## src/rtl/core/gpioc_pkg.sv

```systemverilog
`default_nettype none
// ---------------------------------------------------------------------------
// gpioc_pkg: shared types and codes of the GPIO controller
// Transfer payloads, item modes and register word indexes.
// ---------------------------------------------------------------------------
package gpioc_pkg;

   // item modes
   localparam logic [1:0] MODE_TICK  = 2'd0;
   localparam logic [1:0] MODE_READ  = 2'd1;
   localparam logic [1:0] MODE_WRITE = 2'd2;

   // register word indexes
   localparam logic [3:0] REG_DIR  = 4'd0;
   localparam logic [3:0] REG_MODE = 4'd1;
   localparam logic [3:0] REG_POL  = 4'd2;
   localparam logic [3:0] REG_RISE = 4'd3;
   localparam logic [3:0] REG_FALL = 4'd4;
   localparam logic [3:0] REG_DATA = 4'd5;
   localparam logic [3:0] REG_SET  = 4'd6;
   localparam logic [3:0] REG_CLR  = 4'd7;
   localparam logic [3:0] REG_MASK = 4'd10;
   localparam logic [3:0] REG_EN   = 4'd11;
   localparam logic [3:0] REG_PEND = 4'd12;
   localparam logic [3:0] REG_ACK  = 4'd13;

   typedef struct packed {
      logic [1:0]  mode;
      logic [3:0]  reg_index;
      logic [15:0] write_data;
      logic [15:0] pin_levels;
   } req_type;

   typedef struct packed {
      logic [15:0] read_data;
      logic [15:0] pin_drive;
      logic [15:0] pin_output_enable;
      logic        irq_line;
   } rsp_type;

endpackage : gpioc_pkg
`default_nettype wire

```

## src/rtl/core/gpio_controller_with_edge_level_irq_unit.sv

```systemverilog
`default_nettype none
// ---------------------------------------------------------------------------
// gpio_controller_with_edge_level_irq_unit: 16-line GPIO controller
// Executes pin sample ticks, register reads and register writes, one result
// per item, with per-line edge or level interrupt latching.
// ---------------------------------------------------------------------------
//   channel   ports                           payload
//   request   req_valid/req_ready/req_data    req_type (mode, index, data, pins)
//   response  rsp_valid/rsp_ready/rsp_data    rsp_type (read, drive, oe, irq)
//
// An item is taken into the input register, executed against the register
// file as it advances and placed in the response register; one item per
// cycle is sustained while the response side does not stall. Synchronous
// reset empties both registers and sets the register file to its reset
// values. A stalled response holds the input register; the request side
// keeps accepting while the input register is free or drains that cycle.
// ---------------------------------------------------------------------------
module gpio_controller_with_edge_level_irq_unit
   import gpioc_pkg::*;
#(
   parameter int LINES = 16
) (
   input  wire logic    clock,
   input  wire logic    reset,
   input  wire logic    req_valid,
   output logic         req_ready,
   input  wire req_type req_data,
   output logic         rsp_valid,
   input  wire logic    rsp_ready,
   output rsp_type      rsp_data
);

   logic    in_valid_ff, in_valid_in;
   req_type in_data_ff;
   logic    out_valid_ff, out_valid_in;
   rsp_type out_data_ff;
   rsp_type step_rsp;
   logic    advance;

   // advance the input item when the response register is free or drains
   assign advance     = in_valid_ff & (~out_valid_ff | rsp_ready);
   assign req_ready   = ~in_valid_ff | advance;
   assign in_valid_in = (req_valid & req_ready) | (in_valid_ff & ~advance);
   assign out_valid_in = advance | (out_valid_ff & ~rsp_ready);

   gpioc_regs #(.LINES(LINES)) u_regs (
      .clock   (clock),
      .reset   (reset),
      .step_en (advance),
      .req     (in_data_ff),
      .rsp     (step_rsp)
   );

   // hold valid flags
   always_ff @(posedge clock) begin
      if (reset) begin
         in_valid_ff  <= 1'b0;
         out_valid_ff <= 1'b0;
      end else begin
         in_valid_ff  <= in_valid_in;
         out_valid_ff <= out_valid_in;
      end
   end

   // load payloads on transfer
   always_ff @(posedge clock) begin
      if (req_valid && req_ready) begin
         in_data_ff <= req_data;
      end
      if (advance) begin
         out_data_ff <= step_rsp;
      end
   end

   assign rsp_valid = out_valid_ff;
   assign rsp_data  = out_data_ff;

endmodule : gpio_controller_with_edge_level_irq_unit
`default_nettype wire

```

## src/rtl/core/gpioc_detect.sv

```systemverilog
`default_nettype none
// ---------------------------------------------------------------------------
// gpioc_detect: per-line interrupt event detector
// Flags enabled edges on edge-mode lines and active levels on level-mode lines.
// ---------------------------------------------------------------------------
module gpioc_detect #(
   parameter int LINES = 16
) (
   input  wire logic [LINES-1:0] pins,
   input  wire logic [LINES-1:0] prev_pins,
   input  wire logic [LINES-1:0] rise_en,
   input  wire logic [LINES-1:0] fall_en,
   input  wire logic [LINES-1:0] level_mode,
   input  wire logic [LINES-1:0] polarity,
   output logic      [LINES-1:0] hit
);

   logic [LINES-1:0] rise;
   logic [LINES-1:0] fall;
   logic [LINES-1:0] active;

   // find edges and active levels
   assign rise   = pins & ~prev_pins & rise_en;
   assign fall   = ~pins & prev_pins & fall_en;
   assign active = ~(pins ^ polarity);

   // pick the event kind by line mode
   assign hit = (~level_mode & (rise | fall)) | (level_mode & active);

endmodule : gpioc_detect
`default_nettype wire

```

## src/rtl/core/gpioc_regs.sv

```systemverilog
`default_nettype none
// ---------------------------------------------------------------------------
// gpioc_regs: register file and item execution
// Holds line configuration, output latch and pending bits; executes one item
// per step and returns its result from the updated state.
// ---------------------------------------------------------------------------
module gpioc_regs
   import gpioc_pkg::*;
#(
   parameter int LINES = 16
) (
   input  wire logic    clock,
   input  wire logic    reset,
   input  wire logic    step_en,
   input  wire req_type req,
   output rsp_type      rsp
);

   logic [LINES-1:0] dir_ff,   dir_in;
   logic [LINES-1:0] latch_ff, latch_in;
   logic [LINES-1:0] lvl_ff,   lvl_in;
   logic [LINES-1:0] pol_ff,   pol_in;
   logic [LINES-1:0] rise_ff,  rise_in;
   logic [LINES-1:0] fall_ff,  fall_in;
   logic [LINES-1:0] mask_ff,  mask_in;
   logic [LINES-1:0] en_ff,    en_in;
   logic [LINES-1:0] pend_ff,  pend_in;
   logic [LINES-1:0] prev_ff,  prev_in;

   logic [LINES-1:0] pins;
   logic [LINES-1:0] wval;
   logic [LINES-1:0] hit;
   logic [LINES-1:0] rd_val;

   assign pins = req.pin_levels[LINES-1:0];
   assign wval = req.write_data[LINES-1:0];

   gpioc_detect #(.LINES(LINES)) u_detect (
      .pins       (pins),
      .prev_pins  (prev_ff),
      .rise_en    (rise_ff),
      .fall_en    (fall_ff),
      .level_mode (lvl_ff),
      .polarity   (pol_ff),
      .hit        (hit)
   );

   // select read value
   always_comb begin
      unique case (req.reg_index)
         REG_DIR:  rd_val = dir_ff;
         REG_MODE: rd_val = lvl_ff;
         REG_POL:  rd_val = pol_ff;
         REG_RISE: rd_val = rise_ff;
         REG_FALL: rd_val = fall_ff;
         REG_DATA: rd_val = (latch_ff & dir_ff) | (pins & ~dir_ff);
         REG_MASK: rd_val = mask_ff;
         REG_EN:   rd_val = en_ff;
         REG_PEND: rd_val = pend_ff;
         default:  rd_val = '0;
      endcase
   end

   // compute next state for the current item
   always_comb begin
      dir_in   = dir_ff;
      latch_in = latch_ff;
      lvl_in   = lvl_ff;
      pol_in   = pol_ff;
      rise_in  = rise_ff;
      fall_in  = fall_ff;
      mask_in  = mask_ff;
      en_in    = en_ff;
      pend_in  = pend_ff;
      prev_in  = prev_ff;
      if (step_en) begin
         unique case (req.mode)
            MODE_TICK: begin
               pend_in = pend_ff | hit;
               prev_in = pins;
            end
            MODE_WRITE: begin
               unique case (req.reg_index)
                  REG_DIR:  dir_in   = wval;
                  REG_MODE: lvl_in   = wval;
                  REG_POL:  pol_in   = wval;
                  REG_RISE: rise_in  = wval;
                  REG_FALL: fall_in  = wval;
                  REG_DATA: latch_in = wval;
                  REG_SET:  latch_in = latch_ff | wval;
                  REG_CLR:  latch_in = latch_ff & ~wval;
                  REG_MASK: mask_in  = wval;
                  REG_EN:   en_in    = wval;
                  REG_ACK:  pend_in  = pend_ff & ~wval;
                  default:  ;
               endcase
            end
            default: ;
         endcase
      end
   end

   // hold state
   always_ff @(posedge clock) begin
      if (reset) begin
         dir_ff   <= '0;
         latch_ff <= '0;
         lvl_ff   <= '0;
         pol_ff   <= '0;
         rise_ff  <= '0;
         fall_ff  <= '0;
         mask_ff  <= '1;
         en_ff    <= '0;
         pend_ff  <= '0;
         prev_ff  <= '0;
      end else begin
         dir_ff   <= dir_in;
         latch_ff <= latch_in;
         lvl_ff   <= lvl_in;
         pol_ff   <= pol_in;
         rise_ff  <= rise_in;
         fall_ff  <= fall_in;
         mask_ff  <= mask_in;
         en_ff    <= en_in;
         pend_ff  <= pend_in;
         prev_ff  <= prev_in;
      end
   end

   // form the result from the updated state
   assign rsp.read_data         = (req.mode == MODE_READ) ? 16'(rd_val) : 16'd0;
   assign rsp.pin_drive         = 16'(latch_in);
   assign rsp.pin_output_enable = 16'(dir_in);
   assign rsp.irq_line          = |(pend_in & en_in & ~mask_in);

endmodule : gpioc_regs
`default_nettype wire

```

## config.mk

```make
export PLATFORM = sky130hd
export DESIGN_NAME = gpio_controller_with_edge_level_irq_unit
export DESIGN_NICKNAME = d
export VERILOG_FILES = /design/src/rtl/core/gpioc_pkg.sv /design/src/rtl/core/gpio_controller_with_edge_level_irq_unit.sv /design/src/rtl/core/gpioc_detect.sv /design/src/rtl/core/gpioc_regs.sv
export SDC_FILE = /design/constraint.sdc
export NUM_CORES = 1
export LEC_CHECK = 0
export BUFFER_PORTS_ARGS = -buffer_cell sky130_fd_sc_hd__buf_2
export CAP_MARGIN = 15
export CORE_MARGIN = 3
export CORE_UTILIZATION = 35
export DETAILED_ROUTE_END_ITERATION = 8
export PLACE_DENSITY = 0.63
export SLEW_MARGIN = 20
export SYNTH_ARGS = -nofsm -noshare
export SYNTH_HDL_FRONTEND = slang
export SYNTH_SLANG_ARGS = --single-unit
```

## constraint.sdc

```tcl
create_clock -name clock -period 5.5 [get_ports clock]
set_input_delay 0 -clock clock [delete_from_list [all_inputs] [get_ports clock]]
set_output_delay 0 -clock clock [all_outputs]
set_load 0.02 [all_outputs]
```

Word level (Yosys, flattened, before mapping)
Cells that the tools add are included.
Word-level totals
  bits in registers: 249
  input bits: 42
  output and inout bits: 51
Cells by class
  equal/unequal tests: 13
  multiplexer cells: 16
  bitwise logic cells: 37
  reduce and logical (&&, ||, !) cells: 9
Operators with widths (count)
  $mux W16: 13
  $and A16 B16 Y16: 12
  $pmux W16 S9: 1
  $not A16 Y16: 7
  $or A16 B16 Y16: 5
  $pmux W16 S3: 1
  $pmux W16 S2: 1
  $eq A4 B3 Y1 const B: 4
  $eq A4 B4 Y1 const B: 4
  $reduce_or A16 Y1: 1
  $xor A16 B16 Y16: 1
  $reduce_and A3 Y1: 4
  $eq A4 B2 Y1 const B: 2
  $and A1 B1 Y1: 4
  $eq A4 B1 Y1 const B: 1
  $logic_not A4 Y1: 1
  $not A1 Y1: 4
  $or A1 B1 Y1: 4
  $eq A2 B1 Y1 const B: 1
  $eq A2 B2 Y1 const B: 1
  $logic_not A2 Y1: 1
  $reduce_and A2 Y1: 1
  $logic_and A1 B1 Y1: 1

Longest topological paths before layout
  depth after elaboration: 12
  depth in mapped cells: 9
  depth with buffers taken out: 6

Cells and area by module
From an unflattened synthesis, not the netlist that was laid out.
Second synthesis, totals
  cells, all modules: 1061
  area, all modules: 10734.0 um^2
By module, submodules not included
  gpioc_regs: times used 1, cells an instance 868, area each 7317.0 um^2, sequential area each 3203.1 um^2
  gpio_controller_with_edge_level_irq_unit: times used 1, cells an instance 97, area each 2716.4 um^2, sequential area each 2652.5 um^2
  gpioc_detect: times used 1, cells an instance 96, area each 700.7 um^2, sequential area each 0.0 um^2

Least setup slack after synthesis
Ideal clock, no wire load.
  path type: register to register
  start: register out_valid_ff, in the netlist rsp_valid
  end: register out_data_ff, in the netlist rsp_data[0], enable pin
  arrival time: 1.836 ns
  data required time: 5.089 ns
  slack: 3.253 ns
  cell stages (with the launch flop): 3
  clock period less this slack: 2.247 ns
  path through: dfxtp_1 > nand2b_1 > and2_1
Between the ends
  longest elaborated chain between the ends: 3
RTL lines
  start, declared: RTL line gpio_controller_with_edge_level_irq_unit.sv:35  | logic out_valid_ff, out_valid_in;
  start signal, assigned: RTL line gpio_controller_with_edge_level_irq_unit.sv:61  | out_valid_ff <= out_valid_in;
  $not A1 Y1: RTL line gpio_controller_with_edge_level_irq_unit.sv:41  | assign advance = in_valid_ff & (~out_valid_ff | rsp_ready);
  $or A1 B1 Y1: RTL line gpio_controller_with_edge_level_irq_unit.sv:41
  $and A1 B1 Y1: RTL line gpio_controller_with_edge_level_irq_unit.sv:41
  named net advance: RTL line gpio_controller_with_edge_level_irq_unit.sv:38  | logic advance;
  end signal, assigned: RTL line gpio_controller_with_edge_level_irq_unit.sv:71  | out_data_ff <= step_rsp;
  end, declared: RTL line gpio_controller_with_edge_level_irq_unit.sv:36  | rsp_type out_data_ff;
The timed path passes the listed nets, and every way through them passes these cells.
A chain may end at the register's enable or synchronous reset.

==> flow_summary.html <==
<table>
<tr><th>Metric</th><th>Value</th></tr>
<tr><th colspan="2">Logic synthesis</th></tr>
<tr><td>Most frequent cells after synthesis</td><td>sky130_fd_sc_hd__dfxtp_1 (162), sky130_fd_sc_hd__nand2_1 (152), sky130_fd_sc_hd__a21oi_1 (88)</td></tr>
<tr><td>Top flip-flop cell by instance count after synthesis</td><td>sky130_fd_sc_hd__dfxtp_1</td></tr>
<tr><td>Mapped cell area</td><td>0.0106 mm2</td></tr>
<tr><td>Ranking of synthesized cells by area</td><td>sky130_fd_sc_hd__dfxtp_1 (31%), sky130_fd_sc_hd__edfxtp_1 (25%), sky130_fd_sc_hd__nand2_1 (5.4%)</td></tr>
<tr><td>Count of state elements after synthesis</td><td>249</td></tr>
<tr><td>Library cell with the highest instance count after synthesis</td><td>sky130_fd_sc_hd__dfxtp_1</td></tr>
<tr><td>Synthesized-area fraction occupied by adder cells</td><td>0%</td></tr>
<tr><td>Number of enable flip-flop cells after synthesis</td><td>87</td></tr>
<tr><td>Synth cell types</td><td>47</td></tr>
<tr><td>Basic-gate share of the synthesized area counting and, or, nand and nor cells</td><td>17.7%</td></tr>
<tr><td>Leading area contributor after synthesis</td><td>sky130_fd_sc_hd__dfxtp_1</td></tr>
<tr><td>Largest family of logic cells by synthesized area</td><td>simple AND/OR/NAND/NOR gates</td></tr>
<tr><td>Count of warnings emitted by yosys</td><td>0</td></tr>
<tr><td>Post-synthesis compound-gate area fraction</td><td>16.5%</td></tr>
<tr><td>Seq/Total Area, Yosys</td><td>55.2%</td></tr>
<tr><td>Mapped Cells</td><td>1053</td></tr>
<tr><td>Fraction of registers with async set or reset after synthesis</td><td>0%</td></tr>
<tr><td>Number of nets produced by synthesis</td><td>1095</td></tr>
<tr><td>Average cell area after synthesis</td><td>10.1 um2</td></tr>
<tr><td>Yosys top cell area share</td><td>30.6%</td></tr>
<tr><td>Synth Area in XOR/XNOR</td><td>1.32%</td></tr>
<tr><td>Multiplexer share of the synthesized area</td><td>4.91%</td></tr>
<tr><th colspan="2">Pwr</th></tr>
<tr><td>Total power divided by cell area</td><td>320 mW/mm2</td></tr>
<tr><td>Sw power</td><td>903 uW</td></tr>
<tr><td>Part of the power in registers</td><td>49.2%</td></tr>
<tr><td>Leakage power figure</td><td>0.00441 uW</td></tr>
<tr><td>Maximum vdd drop</td><td>0.200 mV</td></tr>
<tr><td>Switching power share of the total</td><td>22.3%</td></tr>
<tr><td>Combinational group share of total power</td><td>4.7%</td></tr>
<tr><td>Relative contribution of the clock network to total power</td><td>46.1%</td></tr>
<tr><td>Internal power summed over all cells</td><td>3150 uW</td></tr>
<tr><th colspan="2">Timing</th></tr>
<tr><td>Final-layout setup total negative slack</td><td>0 ps</td></tr>
<tr><td>Slew margin rel.</td><td>29.9%</td></tr>
<tr><td>Final Hold Fails</td><td>0</td></tr>
<tr><td>Slew of the pin with the lowest slew margin</td><td>1040 ps</td></tr>
<tr><td>Tightest hold margin</td><td>36.7 ps</td></tr>
<tr><td>Minimum clock period</td><td>3230 ps</td></tr>
<tr><td>Post-Route Skew</td><td>8.32 ps</td></tr>
<tr><td>Max-slew violation count</td><td>0</td></tr>
<tr><td>RSZ-0062 raised after global routing</td><td>false</td></tr>
<tr><td>Period utilisation layout</td><td>58.8%</td></tr>
<tr><td>Final setup violation count</td><td>0</td></tr>
<tr><td>Timing-limited maximum frequency</td><td>309 MHz</td></tr>
<tr><th colspan="2">Clock network</th></tr>
<tr><td>Clock latency on the worst-skew pair</td><td>530 ps</td></tr>
<tr><td>H-tree Lvls</td><td>1</td></tr>
<tr><td>Total CTS buffers</td><td>26</td></tr>
<tr><td>Clock slew at reported path FFs</td><td>60 ps</td></tr>
<tr><td>Clk buf depth</td><td>3</td></tr>
<tr><td>Count of cells resized by post-cts repair</td><td>0</td></tr>
<tr><td>Clock tree root buffer cell</td><td>sky130_fd_sc_hd__clkbuf_16</td></tr>
<tr><td>CTS tree</td><td>done</td></tr>
<tr><td>Total clock sinks</td><td>249</td></tr>
<tr><th colspan="2">Layout</th></tr>
<tr><td>Number of fill cells</td><td>2824</td></tr>
<tr><td>Area growth from synthesis to final layout</td><td>19.6%</td></tr>
<tr><td>Final #Nets</td><td>1186</td></tr>
<tr><td>Count of inserted antenna diode cells</td><td>0</td></tr>
<tr><td>Util after Layout</td><td>42.7%</td></tr>
<tr><td>Proportion of layout cells with a drive suffix above 1</td><td>17.7%</td></tr>
<tr><th colspan="2">Critical path</th></tr>
<tr><td>Data required time of the critical path</td><td>5760 ps</td></tr>
<tr><td>Critical path capture point type</td><td>flip-flop</td></tr>
<tr><td>Worst setup path startpoint</td><td>in_data_ff[34]$_DFFE_PP_</td></tr>
<tr><td>Reg2reg setup slack</td><td>2270 ps</td></tr>
<tr><td>Peak fanout along the critical path</td><td>17</td></tr>
<tr><td>Worst reg2reg path startpoint</td><td>in_data_ff[34]$_DFFE_PP_</td></tr>
<tr><td>Sort of element at the start of the critical path</td><td>flip-flop</td></tr>
<tr><td>Crit path arrival time</td><td>3500 ps</td></tr>
<tr><td>CP Class</td><td>flip-flop to flip-flop</td></tr>
<tr><th colspan="2">Die</th></tr>
<tr><td>Die ar.</td><td>0.0324 mm2</td></tr>
<tr><td>Overall die width</td><td>180 um</td></tr>
<tr><td>Top Ports</td><td>93</td></tr>
<tr><td>Core area</td><td>0.0297 mm2</td></tr>
<tr><td>Starting density of the core</td><td>35.7%</td></tr>
<tr><td>Row Count</td><td>63</td></tr>
<tr><td>Die span in y</td><td>180 um</td></tr>
<tr><th colspan="2">Route</th></tr>
<tr><td>Met3 WL</td><td>2530 um</td></tr>
<tr><td>Final routed DRC violation total</td><td>0</td></tr>
<tr><td>DR WL/cell</td><td>19.4 um</td></tr>
<tr><td>Metal2 WL</td><td>12500 um</td></tr>
<tr><td>Total number of vias</td><td>8470</td></tr>
<tr><td>First-pass DRT Iterations</td><td>5</td></tr>
<tr><td>Via density per instance</td><td>5.45</td></tr>
<tr><td>Routed metal-1 wire length</td><td>14400 um</td></tr>
<tr><td>Highest metal used</td><td>met4</td></tr>
<tr><td>Post-route ant nets</td><td>0</td></tr>
<tr><td>Count of routing violations after the opening detailed-route iteration</td><td>938</td></tr>
<tr><td>Routed wire length</td><td>30200 um</td></tr>
<tr><th colspan="2">Place</th></tr>
<tr><td>Quantity of I/O buffers inserted on ports</td><td>92</td></tr>
<tr><td>RePlAce Congestion</td><td>0.879</td></tr>
<tr><td>Detailed placement HPWL</td><td>20000 um</td></tr>
<tr><th colspan="2">Run</th></tr>
<tr><td>Max Cap Viol</td><td>0</td></tr>
<tr><th colspan="2">Global routing</th></tr>
<tr><td>Final global-route overflow total</td><td>0</td></tr>
<tr><td>Vias in the first global route</td><td>7983</td></tr>
<tr><td>Gr usage total</td><td>18.1%</td></tr>
<tr><td>Antenna violations before repair</td><td>0</td></tr>
<tr><td>Wire length of the first global-routing pass</td><td>47100 um</td></tr>
<tr><td>Maximum number of pins on one net before global-route repair</td><td>92</td></tr>
<tr><th colspan="2">Status</th></tr>
<tr><td>Outcome</td><td>completed</td></tr>
<tr><th colspan="2">Hold path</th></tr>
<tr><td>Worst hold path type</td><td>input pin to flip-flop</td></tr>
<tr><td>Worst min-delay path startpoint</td><td>reset</td></tr>
</table>
-- cells by family (layout without fill, tap and decap cells) --
kind of cell	after synthesis	in the layout
multiplexers	48	48
flip-flops	249	249
AND/OR/NAND/NOR	371	371
buffers and inverters	112	223
XOR/XNOR	16	16
AO/OA/AOI/OAI	257	257
-- worst paths after layout --
path                                      to  cells past startpoint
min reg2reg  u_regs.prev_ff[12]$_SDFFE_PP0P_                      2
max reg2reg            rsp_data[0]$_DFFE_PP_                      6
min             u_regs.dir_ff[15]$_SDFF_PP0_                      2
max                    rsp_data[0]$_DFFE_PP_                      6
-- per-stage QoR --
stage	setup slack, ps	std cells	total power (uW)	area (um2)
floorplan	3250	1053	2120	10600
global placement	2390	1465	2200	11400
detailed placement	2320	1465	2210	11400
CTS	2300	1554	4090	12700
global route	2070	1554	4190	12700
finish	2270	1554	4060	12700
-- sequential cells by signal, summed over array words and instances (netlist names) --
register         flops
u_regs.lvl_ff       16
u_regs.mask_ff      16
u_regs.rise_ff      16
u_regs.dir_ff       16
rsp_data            49
u_regs.pol_ff       16
in_data_ff          38
u_regs.latch_ff     16
in_valid_ff          1
u_regs.prev_ff      16
u_regs.fall_ff      16
rsp_valid            1
u_regs.en_ff        16
u_regs.pend_ff      16
-- routing by layer --
layer	up-vias	global-route usage [%]
met5	-	0
li1	4007	-
met1	4053	28.0
met4	0	5.40
met2	353	25.9
met3	57	2.89
-- power groups by stage --
stage               Combinational [uW]  Clock (uW)  Sequential [uW]
floorplan                         97.5           0             2030
global route                       207        1980             2000
detailed placement                 169           0             2040
finish                             190        1870             2000
CTS                                192        1910             2000
global placement                   169           0             2040
-- cell usage in the layout, fill, tap and decap left out, types with 24 or more instances in the layout --
cell and count:
sky130_fd_sc_hd__dfxtp_1 162, sky130_fd_sc_hd__nand2_1 152, sky130_fd_sc_hd__buf_2 91, sky130_fd_sc_hd__a21oi_1 88
sky130_fd_sc_hd__edfxtp_1 87, sky130_fd_sc_hd__nand3_1 65, sky130_fd_sc_hd__dlygate4sd3_1 41, sky130_fd_sc_hd__nor2b_1 34
sky130_fd_sc_hd__a221oi_1 30, sky130_fd_sc_hd__a22o_1 30, sky130_fd_sc_hd__inv_1 29, sky130_fd_sc_hd__clkbuf_16 28
sky130_fd_sc_hd__a31oi_1 27, sky130_fd_sc_hd__mux2_2 24
-- repair_timing --
action / 4_1_cts / 5_1_grt
endpoints found under the setup margin: 0 / 0
hold buffers: 41 / 0
buffers inserted: 0 / 0
endpoints found under the hold margin: 40 / 0
-- cell type report --
type / instances / area [um2] / share of cell area, %
Timing Repair Buffer: 145 / 963 / 7.60
Sequential cell: 249 / 5860 / 46.2
Clock buffer: 34 / 743 / 5.86
Clock inverter: 14 / 176 / 1.39
Multi-Input combinational cell: 692 / 4340 / 34.3
Tap cell: 390 / 488 / 3.85
Inverter: 30 / 113 / 0.888
-- critical path, stage by stage (launching register included) --
cell                       delay (ps)
sky130_fd_sc_hd__edfxtp_1         590
sky130_fd_sc_hd__and4b_1          940
sky130_fd_sc_hd__nand4_4          490
sky130_fd_sc_hd__mux2i_1          380
sky130_fd_sc_hd__a211oi_1         100
sky130_fd_sc_hd__nor4_1           330
sky130_fd_sc_hd__nand4_1          120
Power figures use the tool's default switching activity.
